--- src/design/bps_pkg.sv ---
package bps_pkg;

  localparam int unsigned MtuW     = 10;
  localparam int unsigned PortW    = 7;
  localparam int unsigned LenW     = 32;
  localparam int unsigned ByteW    = 8;
  localparam int unsigned CfgIdxW  = 2;

  localparam int unsigned HdrBytes = 2;
  localparam int unsigned LenBytes = 4;
  localparam int unsigned MinMtu   = 7;

  localparam logic [MtuW-1:0]  MtuReset     = MtuW'(20);
  localparam logic [PortW-1:0] SrcPortReset = PortW'(1);

  localparam int unsigned DefaultQueueDepth = 4;

  // input word: data_byte, pdu_length, secure, dest_port
  localparam int unsigned InDataW = ByteW + LenW + 1 + PortW;

  typedef enum logic [CfgIdxW-1:0] {
    CFG_MTU_SIZE    = 2'd0,
    CFG_SOURCE_PORT = 2'd1
  } cfg_idx_e;

  // what the back end has to emit for one accepted word
  typedef enum logic [1:0] {
    CMD_FIRST,   // header, length, data
    CMD_EMPTY,   // header, length only
    CMD_HDR,     // header, data
    CMD_DATA     // data only
  } cmd_kind_e;

  typedef struct packed {
    cmd_kind_e         kind;
    logic [ByteW-1:0]  hdr0;
    logic [ByteW-1:0]  hdr1;
    logic [LenW-1:0]   len;
    logic [ByteW-1:0]  data;
    logic              seg_last;
    logic              pdu_last;
  } cmd_t;

endpackage

--- src/design/ble_pdu_segmenter_core.sv ---
// channel   | dir | handshake                       | payload
// s_axis    | in  | s_axis_tvalid_i/s_axis_tready_o | tdata: pdu bytes, tuser: pdu_first
// m_axis    | out | m_axis_tvalid_o/m_axis_tready_i | tdata: out_byte, tlast: run_last
// cfg       | in  | cfg_valid_i/cfg_ready_o         | cfg_index_i, cfg_data_i
//
// one input word is taken per cycle while the command queue has room
// a first word emits 7 bytes (6 for a zero-length pdu), a word opening a later segment
// 3, any other payload word 1; the back end sends one byte a cycle while m_axis is
// ready; m_axis stalls back up through the output register into the queue, then s_axis
// reset clears segment state and loads mtu 20, source port 1
module ble_pdu_segmenter_core #(
  parameter int unsigned QueueDepth = bps_pkg::DefaultQueueDepth
) (
  input  logic                          clk_i,
  input  logic                          rst_ni,
  input  logic                          cfg_valid_i,
  output logic                          cfg_ready_o,
  input  logic [bps_pkg::CfgIdxW-1:0]   cfg_index_i,
  input  logic [bps_pkg::MtuW-1:0]      cfg_data_i,
  input  logic                          s_axis_tvalid_i,
  output logic                          s_axis_tready_o,
  // data_byte[7:0], pdu_length[39:8], secure[40], dest_port[47:41]
  input  logic [bps_pkg::InDataW-1:0]   s_axis_tdata_i,
  // pdu_first[0]
  input  logic                          s_axis_tuser_i,
  output logic                          m_axis_tvalid_o,
  input  logic                          m_axis_tready_i,
  // out_byte[7:0]
  output logic [bps_pkg::ByteW-1:0]     m_axis_tdata_o,
  // segment_last[0], pdu_last[1]
  output logic [1:0]                    m_axis_tuser_o,
  output logic                          m_axis_tlast_o
);

  logic          push_valid, push_ready, pop_valid, pop_ready;
  bps_pkg::cmd_t push_cmd, pop_cmd;
  logic          seg_last, pdu_last;

  assign cfg_ready_o = 1'b1;

  bps_front u_front (
    .clk_i        (clk_i),
    .rst_ni       (rst_ni),
    .cfg_valid_i  (cfg_valid_i),
    .cfg_index_i  (cfg_index_i),
    .cfg_data_i   (cfg_data_i),
    .in_valid_i   (s_axis_tvalid_i),
    .in_ready_o   (s_axis_tready_o),
    .data_byte_i  (s_axis_tdata_i[7:0]),
    .pdu_first_i  (s_axis_tuser_i),
    .pdu_length_i (s_axis_tdata_i[39:8]),
    .secure_i     (s_axis_tdata_i[40]),
    .dest_port_i  (s_axis_tdata_i[47:41]),
    .push_valid_o (push_valid),
    .push_ready_i (push_ready),
    .push_cmd_o   (push_cmd)
  );

  bps_queue #(
    .Depth (QueueDepth)
  ) u_queue (
    .clk_i        (clk_i),
    .rst_ni       (rst_ni),
    .push_valid_i (push_valid),
    .push_ready_o (push_ready),
    .push_cmd_i   (push_cmd),
    .pop_valid_o  (pop_valid),
    .pop_ready_i  (pop_ready),
    .pop_cmd_o    (pop_cmd)
  );

  bps_back u_back (
    .clk_i          (clk_i),
    .rst_ni         (rst_ni),
    .cmd_valid_i    (pop_valid),
    .cmd_ready_o    (pop_ready),
    .cmd_i          (pop_cmd),
    .out_valid_o    (m_axis_tvalid_o),
    .out_ready_i    (m_axis_tready_i),
    .out_byte_o     (m_axis_tdata_o),
    .segment_last_o (seg_last),
    .pdu_last_o     (pdu_last),
    .run_last_o     (m_axis_tlast_o)
  );

  assign m_axis_tuser_o = {pdu_last, seg_last};

endmodule

--- src/design/bps_front.sv ---
module bps_front (
  input  logic                                clk_i,
  input  logic                                rst_ni,
  // config write
  input  logic                                cfg_valid_i,
  input  logic [bps_pkg::CfgIdxW-1:0]         cfg_index_i,
  input  logic [bps_pkg::MtuW-1:0]            cfg_data_i,
  // input words
  input  logic                                in_valid_i,
  output logic                                in_ready_o,
  input  logic [bps_pkg::ByteW-1:0]           data_byte_i,
  input  logic                                pdu_first_i,
  input  logic [bps_pkg::LenW-1:0]            pdu_length_i,
  input  logic                                secure_i,
  input  logic [bps_pkg::PortW-1:0]           dest_port_i,
  // command push
  output logic                                push_valid_o,
  input  logic                                push_ready_i,
  output bps_pkg::cmd_t                       push_cmd_o
);

  logic [bps_pkg::MtuW-1:0]  mtu_q, mtu_eff;
  logic [bps_pkg::PortW-1:0] src_port_q;

  logic [bps_pkg::LenW-1:0]  rem_q, rem_d, rem_base, rem_dec;
  logic [bps_pkg::MtuW-1:0]  fill_q, fill_d, fill_base, fill_inc;
  logic [bps_pkg::PortW-1:0] held_dest_q, held_dest_d;
  logic                      held_sec_q, held_sec_d;
  logic                      in_acc, pdu_l, seg_l;

  assign in_ready_o = push_ready_i;
  assign in_acc     = in_valid_i && push_ready_i;
  assign mtu_eff    = (mtu_q < bps_pkg::MtuW'(bps_pkg::MinMtu)) ?
                      bps_pkg::MtuW'(bps_pkg::MinMtu) : mtu_q;

  always_comb begin
    rem_base  = pdu_first_i ? pdu_length_i : rem_q;
    if (pdu_first_i) begin
      fill_base = bps_pkg::MtuW'(bps_pkg::HdrBytes + bps_pkg::LenBytes);
    end else if (fill_q == '0) begin
      fill_base = bps_pkg::MtuW'(bps_pkg::HdrBytes);
    end else begin
      fill_base = fill_q;
    end
    rem_dec  = rem_base - bps_pkg::LenW'(1);
    fill_inc = fill_base + bps_pkg::MtuW'(1);
    pdu_l    = (rem_dec == '0);
    seg_l    = (fill_inc >= mtu_eff) || pdu_l;
  end

  always_comb begin
    rem_d       = rem_q;
    fill_d      = fill_q;
    held_dest_d = held_dest_q;
    held_sec_d  = held_sec_q;
    push_valid_o = 1'b0;

    push_cmd_o.kind     = bps_pkg::CMD_DATA;
    push_cmd_o.hdr0     = {pdu_first_i, src_port_q};
    push_cmd_o.hdr1     = pdu_first_i ? {secure_i, dest_port_i} : {held_sec_q, held_dest_q};
    push_cmd_o.len      = pdu_length_i;
    push_cmd_o.data     = data_byte_i;
    push_cmd_o.seg_last = seg_l;
    push_cmd_o.pdu_last = pdu_l;

    if (in_acc) begin
      if (pdu_first_i) begin
        held_dest_d  = dest_port_i;
        held_sec_d   = secure_i;
        push_valid_o = 1'b1;
        if (pdu_length_i == '0) begin
          push_cmd_o.kind = bps_pkg::CMD_EMPTY;
          rem_d  = '0;
          fill_d = '0;
        end else begin
          push_cmd_o.kind = bps_pkg::CMD_FIRST;
          rem_d  = rem_dec;
          fill_d = seg_l ? '0 : fill_inc;
        end
      end else if (rem_q != '0) begin
        // stray bytes with nothing left to send are dropped
        push_valid_o    = 1'b1;
        push_cmd_o.kind = (fill_q == '0) ? bps_pkg::CMD_HDR : bps_pkg::CMD_DATA;
        rem_d  = rem_dec;
        fill_d = seg_l ? '0 : fill_inc;
      end
    end
  end

  always_ff @(posedge clk_i or negedge rst_ni) begin
    if (!rst_ni) begin
      mtu_q       <= bps_pkg::MtuReset;
      src_port_q  <= bps_pkg::SrcPortReset;
      rem_q       <= '0;
      fill_q      <= '0;
      held_dest_q <= '0;
      held_sec_q  <= 1'b0;
    end else begin
      if (cfg_valid_i) begin
        unique case (cfg_index_i)
          bps_pkg::CFG_MTU_SIZE:    mtu_q      <= cfg_data_i;
          bps_pkg::CFG_SOURCE_PORT: src_port_q <= cfg_data_i[bps_pkg::PortW-1:0];
          default: ;
        endcase
      end
      rem_q       <= rem_d;
      fill_q      <= fill_d;
      held_dest_q <= held_dest_d;
      held_sec_q  <= held_sec_d;
    end
  end

endmodule

--- src/design/bps_queue.sv ---
module bps_queue #(
  parameter int unsigned Depth = bps_pkg::DefaultQueueDepth
) (
  input  logic          clk_i,
  input  logic          rst_ni,
  input  logic          push_valid_i,
  output logic          push_ready_o,
  input  bps_pkg::cmd_t push_cmd_i,
  output logic          pop_valid_o,
  input  logic          pop_ready_i,
  output bps_pkg::cmd_t pop_cmd_o
);

  localparam int unsigned PtrW = (Depth > 1) ? $clog2(Depth) : 1;
  localparam int unsigned CntW = $clog2(Depth + 1);

  bps_pkg::cmd_t mem_q [Depth];
  logic [PtrW-1:0] wr_ptr_q, rd_ptr_q;
  logic [CntW-1:0] cnt_q;
  logic            do_push, do_pop;

  assign push_ready_o = (cnt_q != CntW'(Depth));
  assign pop_valid_o  = (cnt_q != '0);
  assign pop_cmd_o    = mem_q[rd_ptr_q];
  assign do_push      = push_valid_i && push_ready_o;
  assign do_pop       = pop_valid_o && pop_ready_i;

  always_ff @(posedge clk_i) begin
    if (do_push) begin
      mem_q[wr_ptr_q] <= push_cmd_i;
    end
  end

  always_ff @(posedge clk_i or negedge rst_ni) begin
    if (!rst_ni) begin
      wr_ptr_q <= '0;
      rd_ptr_q <= '0;
      cnt_q    <= '0;
    end else begin
      if (do_push) begin
        wr_ptr_q <= (wr_ptr_q == PtrW'(Depth - 1)) ? '0 : wr_ptr_q + PtrW'(1);
      end
      if (do_pop) begin
        rd_ptr_q <= (rd_ptr_q == PtrW'(Depth - 1)) ? '0 : rd_ptr_q + PtrW'(1);
      end
      if (do_push && !do_pop) begin
        cnt_q <= cnt_q + CntW'(1);
      end else if (do_pop && !do_push) begin
        cnt_q <= cnt_q - CntW'(1);
      end
    end
  end

endmodule

--- src/design/bps_back.sv ---
module bps_back (
  input  logic                        clk_i,
  input  logic                        rst_ni,
  input  logic                        cmd_valid_i,
  output logic                        cmd_ready_o,
  input  bps_pkg::cmd_t               cmd_i,
  output logic                        out_valid_o,
  input  logic                        out_ready_i,
  output logic [bps_pkg::ByteW-1:0]   out_byte_o,
  output logic                        segment_last_o,
  output logic                        pdu_last_o,
  output logic                        run_last_o
);

  typedef enum logic [2:0] {
    ST_HDR0, ST_HDR1, ST_LEN3, ST_LEN2, ST_LEN1, ST_LEN0, ST_DATA
  } step_e;

  step_e step_q, step_cur, step_nxt;
  logic  busy_q;
  logic  out_valid_q, seg_last_q, pdu_last_q, run_last_q;
  logic [bps_pkg::ByteW-1:0] byte_q;

  logic                      advance, emit, is_last;
  logic [bps_pkg::ByteW-1:0] sel_byte;
  logic                      sel_seg, sel_pdu;

  assign advance = !out_valid_q || out_ready_i;
  assign emit    = advance && cmd_valid_i;

  always_comb begin
    if (busy_q) begin
      step_cur = step_q;
    end else if (cmd_i.kind == bps_pkg::CMD_DATA) begin
      step_cur = ST_DATA;
    end else begin
      step_cur = ST_HDR0;
    end

    is_last  = (step_cur == ST_DATA) ||
               ((step_cur == ST_LEN0) && (cmd_i.kind == bps_pkg::CMD_EMPTY));

    sel_seg  = 1'b0;
    sel_pdu  = 1'b0;
    step_nxt = ST_DATA;
    unique case (step_cur)
      ST_HDR0: begin
        sel_byte = cmd_i.hdr0;
        step_nxt = ST_HDR1;
      end
      ST_HDR1: begin
        sel_byte = cmd_i.hdr1;
        step_nxt = (cmd_i.kind == bps_pkg::CMD_HDR) ? ST_DATA : ST_LEN3;
      end
      ST_LEN3: begin
        sel_byte = cmd_i.len[31:24];
        step_nxt = ST_LEN2;
      end
      ST_LEN2: begin
        sel_byte = cmd_i.len[23:16];
        step_nxt = ST_LEN1;
      end
      ST_LEN1: begin
        sel_byte = cmd_i.len[15:8];
        step_nxt = ST_LEN0;
      end
      ST_LEN0: begin
        sel_byte = cmd_i.len[7:0];
        // zero-length pdu closes on its last length byte
        sel_seg  = (cmd_i.kind == bps_pkg::CMD_EMPTY);
        sel_pdu  = (cmd_i.kind == bps_pkg::CMD_EMPTY);
        step_nxt = ST_DATA;
      end
      ST_DATA: begin
        sel_byte = cmd_i.data;
        sel_seg  = cmd_i.seg_last;
        sel_pdu  = cmd_i.pdu_last;
        step_nxt = ST_DATA;
      end
      default: begin
        sel_byte = cmd_i.data;
      end
    endcase
  end

  assign cmd_ready_o = advance && is_last;

  always_ff @(posedge clk_i or negedge rst_ni) begin
    if (!rst_ni) begin
      step_q      <= ST_HDR0;
      busy_q      <= 1'b0;
      out_valid_q <= 1'b0;
    end else if (advance) begin
      out_valid_q <= cmd_valid_i;
      if (emit) begin
        busy_q <= !is_last;
        step_q <= step_nxt;
      end
    end
  end

  always_ff @(posedge clk_i) begin
    if (emit) begin
      byte_q     <= sel_byte;
      seg_last_q <= sel_seg;
      pdu_last_q <= sel_pdu;
      run_last_q <= is_last;
    end
  end

  assign out_valid_o    = out_valid_q;
  assign out_byte_o     = byte_q;
  assign segment_last_o = seg_last_q;
  assign pdu_last_o     = pdu_last_q;
  assign run_last_o     = run_last_q;

endmodule

--- config.mk ---
export PLATFORM = sky130hd
export DESIGN_NAME = ble_pdu_segmenter_core
export DESIGN_NICKNAME = d
export VERILOG_FILES = /design/src/design/bps_pkg.sv /design/src/design/ble_pdu_segmenter_core.sv /design/src/design/bps_front.sv /design/src/design/bps_queue.sv /design/src/design/bps_back.sv
export SDC_FILE = /design/constraint.sdc
export NUM_CORES = 1
export LEC_CHECK = 0
export ABC_AREA = 1
export BUFFER_PORTS_ARGS = -buffer_cell sky130_fd_sc_hd__buf_2
export CORE_MARGIN = 4
export CORE_UTILIZATION = 55
export DETAILED_ROUTE_END_ITERATION = 8
export HOLD_SLACK_MARGIN = 0.02
export PLACE_DENSITY = 0.72
export SETUP_SLACK_MARGIN = 0.1
export SLEW_MARGIN = 20
export SYNTH_ARGS = -nofsm -noshare
export SYNTH_HDL_FRONTEND = slang
export SYNTH_SLANG_ARGS = --single-unit
--- constraint.sdc ---
create_clock -name clk_i -period 4.1 [get_ports clk_i]
set_clock_uncertainty 0.2 [all_clocks]
set_input_delay 0.41 -clock clk_i [delete_from_list [all_inputs] [get_ports clk_i]]
set_output_delay 0.41 -clock clk_i [all_outputs]
set_load 0.01 [all_outputs]
# Word level (Yosys, flattened, before mapping)
# Memories as Yosys holds them, arrays and structs flattened.
# Cells that the tools add are included.
dict set report word_totals {
  regBits 90
  memories 1
  elab_cells 100
  ram_bits 240
}
# memory depth word_bits rd rd_clocked_by_memory_dff write_ports line
set mem_list {}
lappend mem_list {u_queue.mem_q 4 60 1 0 1 bps_queue.sv:17} ;# bps_pkg::cmd_t mem_q [Depth];
dict set report op_classes {
  n_reduce_logical 29
  n_mux 33
  n_eq_ne 13
  magnitude_cmp 2
  n_addsub 6
}
# operator count
set op_table {}
lappend op_table {{$mux 32} 4}
lappend op_table {{$mux 10} 7}
lappend op_table {{$logic_not 32->1} 2}
lappend op_table {{$pmux 8 s6} 1}
lappend op_table {{$reduce_bool 32->1} 1}
lappend op_table {{$sub 32x1->32 const B} 1}
lappend op_table {{$mux 3} 5}
lappend op_table {{$pmux 3 s5} 1}
lappend op_table {{$add 10x1->10 const B} 1}
lappend op_table {{$ge 10x10->1} 1}
lappend op_table {{$logic_not 10->1} 1}
lappend op_table {{$lt 10x3->1 const B} 1}
lappend op_table {{$mux 2} 5}
lappend op_table {{$reduce_and 2->1} 5}
lappend op_table {{$eq 3x3->1 const B} 3}
lappend op_table {{$eq 2x2->1 const B} 4}
lappend op_table {{$logic_and 1x1->1} 8}
lappend op_table {{$mux 8} 1}
lappend op_table {{$mux 1} 7}
lappend op_table {{$eq 3x2->1 const B} 2}
lappend op_table {{$add 2x1->2 const B} 2}
lappend op_table {{$eq 2x1->1 const B} 2}
lappend op_table {{$logic_not 1->1} 4}
lappend op_table {{$pmux 1 s2} 2}
lappend op_table {{other kinds (9)} 12}

# Logic depth before layout (Yosys ltp)
# Gate-level depths: netlist of run 1.
# An unclocked memory read counts as a cell.
dict set report logic_depth {
  word_depth 12
  ltp_mapped 20
}

# By module
# A second synthesis of run 1 with hierarchy kept.
dict set report unflattened {
  hier_cells 1867
  area_unflattened_um2 17364.2
}
# module cells_each n_inst area_each_um2
set modules_own_cells {}
lappend modules_own_cells {bps_queue 759 1 10326.2}
lappend modules_own_cells {bps_front 925 1 5849.4}
lappend modules_own_cells {bps_back 179 1 1162.4}
lappend modules_own_cells {ble_pdu_segmenter_core 4 1 26.3}

# Worst setup path before layout of run 1
# Ideal clock, no wire load.
dict set report synth_timing {
  path_kind {input to register}
  startpoint {input port s_axis_tuser_i}
  endpoint {memory u_queue.mem_q[0][0] in the netlist's numbering, enable pin}
  path_buffers 2
  path_slack_ps -179
  path_stages 6
  arrival_time_ps 3601
  cell_sequence {inv_2 -> clkbuf_1 -> nand3_1 -> nand2_1 -> clkbuf_1 -> nor2_1}
}
dict set report synth_via {
  elab_chain_cells 5
}
# item line
set synth_lines {}
lappend synth_lines {{start: declaration} ble_pdu_segmenter_core.sv:25} ;# input logic s_axis_tuser_i,
lappend synth_lines {{$mux 1} bps_front.sv:67} ;# if (pdu_first_i) begin
lappend synth_lines {{$mux 1} bps_front.sv:66} ;# if (in_acc) begin
lappend synth_lines {{$logic_and 1x1->1} bps_queue.sv:25} ;# assign do_push = push_valid_i && push_ready_o;
lappend synth_lines {{$mux 1} bps_queue.sv:29} ;# if (do_push) begin
lappend synth_lines {{$mux 1 (not written as such)} bps_queue.sv:30} ;# mem_q[wr_ptr_q] <= push_cmd_i;
lappend synth_lines {{end: declaration} bps_queue.sv:17}
# Every way passes these cells.

# Worst setup path in the final report of run 1
dict set report layout_timing {
  startpoint {register u_queue.rd_ptr_q[0]}
  endpoint {register u_queue.cnt_q[2]}
}
dict set report layout_via {
  elab_chain_cells 12
  word_cells_on_any_way 16
  classes_between {4 x eq/ne; 3 x mux; 8 x reduce/logical; 1 x memory}
}
# item line
set layout_lines {}
lappend layout_lines {{start: declaration} bps_queue.sv:18} ;# logic [PtrW-1:0] wr_ptr_q, rd_ptr_q;
lappend layout_lines {{start signal: assignment} bps_queue.sv:44} ;# rd_ptr_q <= (rd_ptr_q == PtrW'(Depth - 1)) ? '0 : rd_ptr_q + PtrW'(1);
lappend layout_lines {{$mem_v2 4x60 *} --}
lappend layout_lines {{$eq 2x2->1} bps_back.sv:34} ;# end else if (cmd_i.kind == bps_pkg::CMD_DATA) begin
lappend layout_lines {{$mux 3} bps_back.sv:34}
lappend layout_lines {{$mux 3} bps_back.sv:32} ;# if (busy_q) begin
lappend layout_lines {{$eq 3x3->1} bps_back.sv:41} ;# ((step_cur == ST_LEN0) && (cmd_i.kind == bps_pkg::CMD_EMPTY));
lappend layout_lines {{$logic_and 1x1->1} bps_back.sv:41}
lappend layout_lines {{$logic_or 1x1->1 *} bps_back.sv:40} ;# is_last = (step_cur == ST_DATA) ||
lappend layout_lines {{named net u_back.is_last} bps_back.sv:24} ;# logic advance, emit, is_last;
lappend layout_lines {{$logic_and 1x1->1 *} bps_back.sv:86} ;# assign cmd_ready_o = advance && is_last;
lappend layout_lines {{$logic_and 1x1->1 *} bps_queue.sv:26} ;# assign do_pop = pop_valid_o && pop_ready_i;
lappend layout_lines {{$logic_not 1->1} bps_queue.sv:46} ;# if (do_push && !do_pop) begin
lappend layout_lines {{$logic_and 1x1->1} bps_queue.sv:46}
lappend layout_lines {{$mux 3 or $reduce_bool 2->1 (tied branches)} --}
lappend layout_lines {{end signal: assignment} bps_queue.sv:47} ;# cnt_q <= cnt_q + CntW'(1);
lappend layout_lines {{end signal: assignment} bps_queue.sv:49} ;# cnt_q <= cnt_q - CntW'(1);
lappend layout_lines {{end: declaration} bps_queue.sv:19} ;# logic [CntW-1:0] cnt_q;
# The timed path passes the listed nets; every way through them passes the cells marked *.
# A chain may end at the register's enable or synchronous reset.

==> qor.csv, run 1 <==
stage,metric,value,unit
detailed_routing,first_iter_violations,1224,
power_and_ir_drop,ir_drop,338,uV
setup_path,reg2reg_to,u_queue.cnt_q[2],
power_and_ir_drop,powerDensity,651,mW/mm2
place,dp_slack,566,ps
clock_network,clkTransAtPathRegs,60,ps
detailed_routing,vias_per_cell,5.62,
synthesis,yosys_register_bits,330,
detailed_routing,vias,12300,
clock_network,cts_tree,built,
timing,slew_violations,0,
synthesis,ys_warn_count,0,
synthesis,synth_fp_nets,1732,
cells_and_area,drive_above_1_share,0.124,
detailed_routing,firstDrtPassIters,5,
timing,finalSetupViolCount,0,
place,place.gp.congestion,0.952,
setup_path,reg2reg_depth,19,
synthesis,async_flop_share,0.239,
clock_network,h-tree-depth,2,
clock_network,cts_buffers,36,
floorplan,num_rows,61,
cells_and_area,nets,1862,
clock_network,clock_path_buffers,3,
synthesis,yosysSeqAreaShare,0.607,
floorplan,die_h,177,um
timing,layout_setup_ws,544,ps
setup_path,critPathMaxFanout,23,
synthesis,yosys-mux-area-fraction,0.000718,
cells_and_area,final_common_cell,nand2_1,
setup_path,crit_path_start,u_queue.rd_ptr_q[0],
timing,finalCriticalPeriod,3560,ps
global_route,grtUsageTotal,0.262,
detailed_routing,antenna_left,0,
setup_path,start_kind,register,
cells_and_area,num-fill-cells,2245,
detailed_routing,wl,41000,um
cells_and_area,final_cells,2180,
cells_and_area,final_cell_mix,"nand2_1, edfxtp_1, nor2_1",
timing,rsz0062_at_grt,false,
clock_network,cts.sink_count,330,
detailed_routing,avgRoutedWirePerCell,18.8,um
synthesis,synth_cell_types,45,
worst_hold_path,hold_class,in -> reg,
setup_path,critPathMaxStageDelay,540,ps
global_route,grt.met1_usage,0.367,
synthesis,synth_edf_count,251,
floorplan,die_area,0.0313,mm2
synthesis,synth_xor_area_frac,0.00726,
setup_path,critPathSlowestCell,dfrtp_4,
cells_and_area,area_delta_synth_final,16.0,%
synthesis,syn-cell-area,0.0157,mm2
setup_path,reg2reg_from,u_queue.rd_ptr_q[0],
clock_network,cts_resized,0,
clock_network,cts_setup_buffers,0,
power_and_ir_drop,leakage,0.00740,uW
timing,worstMarginPinSlew,955,ps
floorplan,start_util,0.561,
clock_network,clk-insertion-delay-late,510,ps
setup_path,worstPathArrival,3740,ps
floorplan,die_x,177,um
run_status,status,finished clean,
synthesis,synth_compound_area_frac,0.108,
clock_network,hold_buffers,54,
run,cap_violations,0,
global_route,grt_max_degree,67,
setup_path,cp_data_required_time,4290,ps
floorplan,core-area,0.0279,mm2
global_route,use_met2,0.416,
setup_path,crit_path_frequent_cell,nand2_1,
clock_network,cts_root_buf,clkbuf_16,
global_route,use_met3,0.0438,
global_route,grt_overflow_total,0,
setup_path,worstSetupEndpointType,register,
floorplan,num_io_pins,80,
global_route,grt_pass1_vias,11700,
synthesis,syn_area_per_cell,9.52,um2
timing,max_freq,0.281,GHz
setup_path,rrSetupSlack,540,ps
synthesis,synth_simple_gate_area_frac,0.201,
setup_path,crit_path_end,u_queue.cnt_q[2],
timing,layout_worst_path_cycle_share,0.867,
setup_path,path_class,reg -> reg,
place,place_inst,2062,
detailed_routing,route.detailed.drc,0,
place,dp_hpwl,27200,um
timing,hold_viol,0,
timing,slew_headroom,0.363,
global_route,grt_pass1_wl,63700,um
place,io_buffers,78,
global_route,antenna_found_initial,0,
cells_and_area,antenna_cells,0,
global_route,grt-busiest-layer,met2,
synthesis,synth-adder-area-share,0.0164,
synthesis,synth_top_family_by_area,simple AND/OR/NAND/NOR gates,
setup_path,path_cells,"clkinv_2, nand2_1, nand3_1, nand2_1, nor2_1, nand3_1, nand2_1, inv_1, nor2_2, buf_4, nand2_1, nand2_1, nand2_1, ha_1, inv_1, fa_1, a21oi_1, o21ai_0, xnor2_1",
synthesis,syn_inst,1646,
synthesis,ys.flop_type,edfxtp_1,
-- report_power, final --
part	leakage (uW)	total [uW]	switching (uW)	internal [uW]
Clock	0.000568	3130	1260	1860
Combinational	0.00356	3870	2700	1170
Sequential	0.00327	4830	299	4530
Total	0.00740	11800	4270	7560
-- how the worst min path moves through the flow --
| stage | end | startpoint | slack [ps] | cells past startpoint |
|---|---|---|---|---|
| 2_1_floorplan | u_back.busy_q | rst_ni | -90 | 0 |
| 3_3_place_gp | u_front.held_dest_q[2] | u_front.held_dest_q[2] | 270 | 2 |
| 3_5_place_dp | u_front.mtu_q[5] | u_front.mtu_q[5] | 270 | 2 |
| 4_1_cts | u_queue.mem_q[2][17] | s_axis_tdata_i[15] | 20 | 1 |
| 5_1_grt | u_queue.mem_q[0][17] | s_axis_tdata_i[15] | 40 | 1 |
| 6_report | u_queue.mem_q[3][22] | s_axis_tdata_i[20] | 50 | 1 |
-- worst max-delay path: cells and delay by family (launching register included) --
| family | cells | cell delay [ps] |
|---|---|---|
| AOI/OAI and AO/OA | 2 | 280 |
| xor gates and xnor gates | 1 | 150 |
| adders and majority gates | 2 | 580 |
| buffers and inverters | 4 | 640 |
| DFF | 1 | 540 |
| and+or+nand+nor | 10 | 1020 |
-- through the flow --
step | total power [uW] | utilization | instance area [um2] | hold slack, ps | setup TNS, ps
6_report | 11800 | 0.651 | 18200 | 52.7 | 0
5_1_grt | 12500 | 0.651 | 18200 | 36.6 | 0
4_1_cts | 11900 | 0.651 | 18200 | 23.1 | 0
3_5_place_dp | 8670 | 0.590 | 16500 | 275 | 0
3_3_place_gp | 8580 | 0.590 | 16500 | 267 | 0
2_1_floorplan | 7410 | - | 15700 | -85.6 | -43000
-- final cells by class --
type	instances	area, um2	area share
flip-flops and latches	330	9520	0.524
multi-input cells	1086	5250	0.289
repair buffers	161	1160	0.0640
clock buffers	48	1010	0.0555
inverters	161	606	0.0333
well taps	378	473	0.0260
clock inverters	16	151	0.00833
-- per-layer routing --
layer | vias to the layer above | wire (um) | part of all wire
met5 | - | 0 | 0
met4 | 0 | 1480 | 0.036
met3 | 77 | 3070 | 0.075
met2 | 516 | 19000 | 0.46
met1 | 5833 | 17500 | 0.43
li1 | 5825 | - | -
-- Yosys cell counts, drive strengths merged (2+ instances only) --
library cell | n | share of area
dfrtp | 76 | 0.12
nor2 | 254 | 0.066
a21boi | 2 | 0.00096
nand2 | 391 | 0.097
o22ai | 69 | 0.028
or2 | 2 | 0.00080
a32o | 2 | 0.0013
dfstp | 3 | 0.0050
nand3 | 53 | 0.020
o21ai | 184 | 0.059
nand4 | 25 | 0.010
a21oi | 28 | 0.0089
nor4 | 7 | 0.0028
inv | 161 | 0.039
a22o | 12 | 0.0067
a22oi | 2 | 0.00096
xnor2 | 3 | 0.0017
xor2 | 10 | 0.0056
clkbuf | 48 | 0.011
buf | 21 | 0.0094
a31oi | 2 | 0.00080
edfxtp | 251 | 0.48
nor3 | 12 | 0.0038
ha | 19 | 0.015
-- cell families (layout without fill, tap and decap cells) --
logic type,after synthesis,count (layout)
AO/OA/AOI/OAI,304,304
XOR/XNOR,13,13
adder cells (fa/ha/maj),20,20
buffers and inverters,230,386
flip-flops,330,330
multiplexers,1,1
other,1,1
AND/OR/NAND/NOR,747,747
-- state kept, by name (all words and copies together) (netlist names), 7 cells and up --
name and flops:
u_back.out_byte_o 8, u_front.fill_q 10, u_front.held_dest_q 7, u_front.mtu_q 10
u_front.rem_q 32, u_front.src_port_q 7, u_queue.mem_q 240
Note: power is estimated with default switching activity, not from simulation.
==> run 2: changes to the inputs <==
--- a/config.mk
+++ b/config.mk
@@ -12,6 +12,7 @@
 export DETAILED_ROUTE_END_ITERATION = 8
 export HOLD_SLACK_MARGIN = 0.02
 export PLACE_DENSITY = 0.72
+export RECOVER_POWER = 100
 export SETUP_SLACK_MARGIN = 0.1
 export SLEW_MARGIN = 20
 export SYNTH_ARGS = -nofsm -noshare
==> run 2 against run 1 <==
Effect of this change: the flow now finishes with violations (capacitance limit, slew limit); core utilization down 0.61 points; clock power about the same; sequential power hardly changed; setup slack worse by 130 ps; routed wire length barely moved; cell count stayed put; via count fell by 0.14%; critical path type is now in -> reg; largest cell class unchanged.
==> qor.csv, run 2 (synthesis results as in run 1) <==
stage,metric,value,unit
cells_and_area,nets,1862,
clock_network,hold_buffers,54,
global_route,grtUsageTotal,0.262,
clock_network,clkTransAtPathRegs,50,ps
place,place.gp.congestion,0.952,
run_status,status,"complete, but fails checks",
setup_path,start_kind,input port,
detailed_routing,firstDrtPassIters,5,
clock_network,cts.sink_count,330,
global_route,grt_pass1_wl,63700,um
setup_path,worstSetupEndpointType,register,
timing,layout_worst_path_cycle_share,0.899,
setup_path,critPathMaxFanout,44,
place,io_buffers,78,
cells_and_area,final_cell_mix,"nand2_1, edfxtp_1, nor2_1",
timing,slew_headroom,-0.234,
run_status,violations,"capacitance limit, slew limit",
timing,finalSetupViolCount,0,
floorplan,num_rows,61,
cells_and_area,drive_above_1_share,0.0832,
power_and_ir_drop,ir_drop,326,uV
floorplan,die_x,177,um
clock_network,cts_resized,0,
floorplan,core-area,0.0279,mm2
detailed_routing,route.detailed.drc,0,
cells_and_area,multi_input_area,0.00520,mm2
detailed_routing,first_iter_violations,1215,
setup_path,worstPathArrival,3590,ps
detailed_routing,vias,12200,
clock_network,cts_setup_buffers,0,
timing,worstMarginPinSlew,1850,ps
detailed_routing,antenna_left,0,
clock_network,clock_path_buffers,3,
timing,slew_violations,249,
global_route,grt_overflow_total,0,
timing,hold_ws,161,ps
place,dp_slack,566,ps
floorplan,start_util,0.561,
power_and_ir_drop,powerDensity,655,mW/mm2
clock_network,cts_root_buf,clkbuf_16,
timing,max_freq,0.271,GHz
timing,hold_viol,0,
cells_and_area,regArea,0.00952,mm2
timing,rsz0062_at_grt,false,
timing,finalCriticalPeriod,3680,ps
run,cap_violations,4,
cells_and_area,regMostFlops,u_queue.mem_q,
global_route,grt_pass1_vias,11700,
clock_network,h-tree-depth,2,
setup_path,path_class,in -> reg,
place,dp_hpwl,27200,um
floorplan,die_h,177,um
floorplan,num_io_pins,80,
clock_network,cts_tree,built,
clock_network,clk-insertion-delay-late,510,ps
detailed_routing,vias_per_cell,5.61,
cells_and_area,largest_registers,"u_queue.mem_q: 240 flops, u_front.rem_q: 32 flops",
cells_and_area,final_common_cell,nand2_1,
worst_hold_path,hold_class,in -> reg,
detailed_routing,wl,41100,um
cells_and_area,num-fill-cells,2287,
cells_and_area,area_delta_synth_final,14.9,%
cells_and_area,antenna_cells,0,
timing,layout_setup_ws,416,ps
cells_and_area,largest_reg_flops,240,
floorplan,die_area,0.0313,mm2
setup_path,cp_data_required_time,4010,ps
global_route,antenna_found_initial,0,
power_and_ir_drop,leakage,0.00722,uW
global_route,grt_max_degree,67,
clock_network,cts_buffers,36,
detailed_routing,avgRoutedWirePerCell,18.8,um
## run 2: final timing paths
kind | startpoint | endpoint | slack, ps | cells after the start
max in group asynchronous | rst_ni | u_front.mtu_q[0] | 1450 | 3
setup reg to reg | u_front.fill_q[4] | u_front.fill_q[3] | 510 | 16
hold reg to reg | u_front.held_dest_q[0] | u_front.held_dest_q[0] | 290 | 2
hold / removal | s_axis_tdata_i[20] | u_queue.mem_q[3][22] | 160 | 1
min in group asynchronous | rst_ni | u_front.rem_q[12] | 730 | 2
setup / recovery | s_axis_tuser_i | u_queue.mem_q[0][30] | 420 | 7
## run 2: routing by layer
metal	vias to the layer above	global-route usage	wire length, um
met5	-	0	0
met4	0	0.0964	1470
met3	75	0.0438	3030
met2	483	0.416	19000
met1	5849	0.367	17600
li1	5827	-	-
## run 2: through the flow
stage	total power, uW	area (um2)	setup TNS, ps	instances	util
3_5_place_dp	8670	16500	0	2062	0.590
4_1_cts	11900	18200	0	2180	0.651
6_report	11800	18000	0	2180	0.645
2_1_floorplan	7410	15700	-43000	1646	-
3_3_place_gp	8580	16500	0	2062	0.590
5_1_grt	12500	18000	0	2180	0.645
## run 2: area by class of cell
type                            instances  share of cell area
Sequential cell                       330               0.529
Multi-Input combinational cell       1086               0.289
Timing Repair Buffer                  161              0.0579
Clock buffer                           48              0.0560
Inverter                              161              0.0336
Tap cell                              378              0.0263
Clock inverter                         16             0.00841
## run 2: critical path: stages
cell,delay (ps)
clkbuf_1,300
inv_1,470
clkbuf_1,370
nand3_1,170
nand2_1,210
nor2_4,530
clkbuf_2,1050
## run 2: power by group
group          internal [uW]  leakage (uW)  switching, uW
logic                   1110       0.00338           2700
clock network           1860      0.000568           1270
registers               4550       0.00327            300
==> run 3: changes to the inputs <==
--- a/config.mk
+++ b/config.mk
@@ -7,7 +7,7 @@
 export LEC_CHECK = 0
 export ABC_AREA = 1
 export BUFFER_PORTS_ARGS = -buffer_cell sky130_fd_sc_hd__buf_2
-export CORE_MARGIN = 4
+export CORE_MARGIN = 1
 export CORE_UTILIZATION = 55
 export DETAILED_ROUTE_END_ITERATION = 8
 export HOLD_SLACK_MARGIN = 0.02
==> run 3 against run 2 <==
Effect of this change: the run still ends with capacitance limit, slew limit left; total power shrank 0.24%; global-route usage grew 2.7 points; via count shrank 0.15%; first-iteration DRC count shrank 2.0%; largest cell class unchanged; flip-flop and latch count is the same; sequential power is essentially flat; setup slack lost 57 ps; cell count shrank 0.14%; maximum frequency shrank 1.5%; highest routed layer unchanged; sequential share of layout area is essentially flat; non-clock buffer count shrank 4; critical endpoint is now u_queue.mem_q[0][26]; critical path depth shrank 2.
==> qor.csv, run 3 (synthesis results as in run 1) <==
stage,metric,value,unit
cells_and_area,largest_registers,"u_queue.mem_q: 240 flops, u_front.rem_q: 32 flops",
power_and_ir_drop,ir_drop,355,uV
setup_path,critPathMaxStageDelay,1290,ps
place,dp_slack,533,ps
cells_and_area,nets,1858,
run_status,violations,"capacitance limit, slew limit",
global_route,grt_overflow_total,0,
global_route,antenna_found_initial,0,
timing,hold_viol,0,
place,place.gp.congestion,1.02,
detailed_routing,wl_met3,3120,um
floorplan,start_util,0.561,
detailed_routing,first_iter_violations,1191,
global_route,grt_pass1_vias,11700,
detailed_routing,route.detailed.drc,0,
setup_path,critPathMaxFanout,35,
cells_and_area,final_cell_mix,"nand2_1, edfxtp_1, nor2_1",
cells_and_area,antenna_cells,0,
global_route,grtUsageTotal,0.289,
global_route,grt_pass1_wl,63600,um
cells_and_area,largest_reg_flops,240,
clock_network,clkTransAtPathRegs,60,ps
setup_path,critPathSlowestCell,nor2_2,
floorplan,die_x,171,um
timing,timing.setup.tns,0,ps
detailed_routing,met1_length,17900,um
setup_path,reg2reg_from,u_queue.cnt_q[0],
run_status,status,"complete, but fails checks",
cells_and_area,regArea,0.00952,mm2
floorplan,die_area,0.0292,mm2
setup_path,reg2reg_depth,5,
clock_network,cts.sink_count,330,
setup_path,path_class,reg -> reg,
worst_hold_path,holdPathStages,1,
power_and_ir_drop,leakage,0.00722,uW
timing,rsz0062_at_grt,false,
setup_path,worstSetupEndpointType,register,
setup_path,path_cells,"nor2_1, a21boi_0, nand2_1, nor2_2, buf_4",
detailed_routing,vias_per_cell,5.61,
cells_and_area,area_delta_synth_final,14.8,%
clock_network,cts_setup_buffers,0,
cells_and_area,final_cells,2177,
clock_network,cts_root_buf,clkbuf_16,
run,cap_violations,5,
cells_and_area,multi_input_area,0.00521,mm2
detailed_routing,vias,12200,
timing,worstMarginPinSlew,1780,ps
floorplan,num_io_pins,80,
worst_hold_path,hold_start,s_axis_tdata_i[23],
setup_path,rrSetupSlack,360,ps
detailed_routing,wl_met2,19000,um
worst_hold_path,hold_class,in -> reg,
global_route,grt_max_degree,71,
timing,finalCriticalPeriod,3740,ps
clock_network,cts_resized,0,
place,place_inst,2058,
clock_network,clk-insertion-delay-late,510,ps
cells_and_area,final_common_cell,nand2_1,
setup_path,start_kind,register,
detailed_routing,highest_layer,met4,
detailed_routing,firstDrtPassIters,5,
floorplan,core-area,0.0279,mm2
timing,finalSetupViolCount,0,
detailed_routing,wl,41300,um
timing,slew_violations,173,
place,io_buffers,78,
timing,layout_worst_path_cycle_share,0.913,
setup_path,cp_data_required_time,4040,ps
detailed_routing,antenna_left,0,
timing,slew_headroom,-0.185,
timing,max_freq,0.267,GHz
floorplan,die_h,171,um
timing,layout_setup_ws,358,ps
place,dp_hpwl,27100,um
setup_path,worstPathArrival,3680,ps
detailed_routing,avgRoutedWirePerCell,18.9,um
floorplan,num_rows,61,
clock_network,cts_tree,built,
clock_network,hold_buffers,54,
cells_and_area,num-fill-cells,2322,
cells_and_area,regMostFlops,u_queue.mem_q,
clock_network,cts_buffers,36,
power_and_ir_drop,powerDensity,654,mW/mm2
cells_and_area,drive_above_1_share,0.0839,
clock_network,clock_path_buffers,3,
setup_path,reg2reg_to,u_queue.mem_q[0][26],
worst_hold_path,hold_path_end,u_queue.mem_q[3][25],
clock_network,h-tree-depth,2,
==> run 3: cell count changes in the layout (fill, tap and decap cells not counted), sizes merged <==
cell and delta:
clkinv -1, inv +2, buf +1, bufinv +1
clkbuf -6
==> run 3: cell type report <==
type	instances	area share
clock inverters	18	0.0100
inverters	161	0.0337
repair buffers	157	0.0582
clock buffers	47	0.0535
flip-flops and latches	330	0.529
well taps	378	0.0263
multi-input cells	1086	0.289
==> run 3: per-stage QoR <==
stage                     utilization  power (uW)  area, um2  hold slack [ps]
after floorplan                     -        7410      15700            -85.6
after global placement          0.589        8560      16400              267
after detailed placement        0.589        8660      16400              275
after CTS                       0.649       11800      18100             25.6
after global routing            0.644       12400      18000              131
final                           0.644       11800      18000              155
==> run 3: how the worst max path moves through the flow <==
stage	to	startpoint	depth (start not counted)	slack (ps)
after CTS	u_front.fill_q[6]	u_front.fill_q[1]	17	560
after floorplan	u_queue.mem_q[0][0]	s_axis_tuser_i	6	-180
after global placement	u_queue.mem_q[0][1]	s_axis_tuser_i	17	550
final	u_queue.mem_q[0][26]	u_queue.cnt_q[0]	5	360
after detailed placement	u_queue.mem_q[1][1]	s_axis_tuser_i	17	530
after global routing	u_queue.mem_q[0][14]	u_queue.cnt_q[0]	5	150
==> run 3: where the power goes <==
group | total (uW) | internal, uW | leakage, uW | switching [uW]
Sequential | 4840 | 4540 | 0.00327 | 306
Clock | 3130 | 1850 | 0.000558 | 1280
Combinational | 3800 | 1120 | 0.00338 | 2690
Total | 11800 | 7500 | 0.00722 | 4270
==> run 3: worst max-delay path, delay by kind of cell (launching register included) <==
kind	cells	cell delay, ps
buf+inv	1	650
flops	1	440
simple gates	3	1640
compound gates	1	380
==> run 3: metal layers <==
metal	track usage	up-vias
li1	-	5822
met1	0.399	5814
met2	0.463	493
met3	0.0497	87
met4	0.101	0
met5	0	-
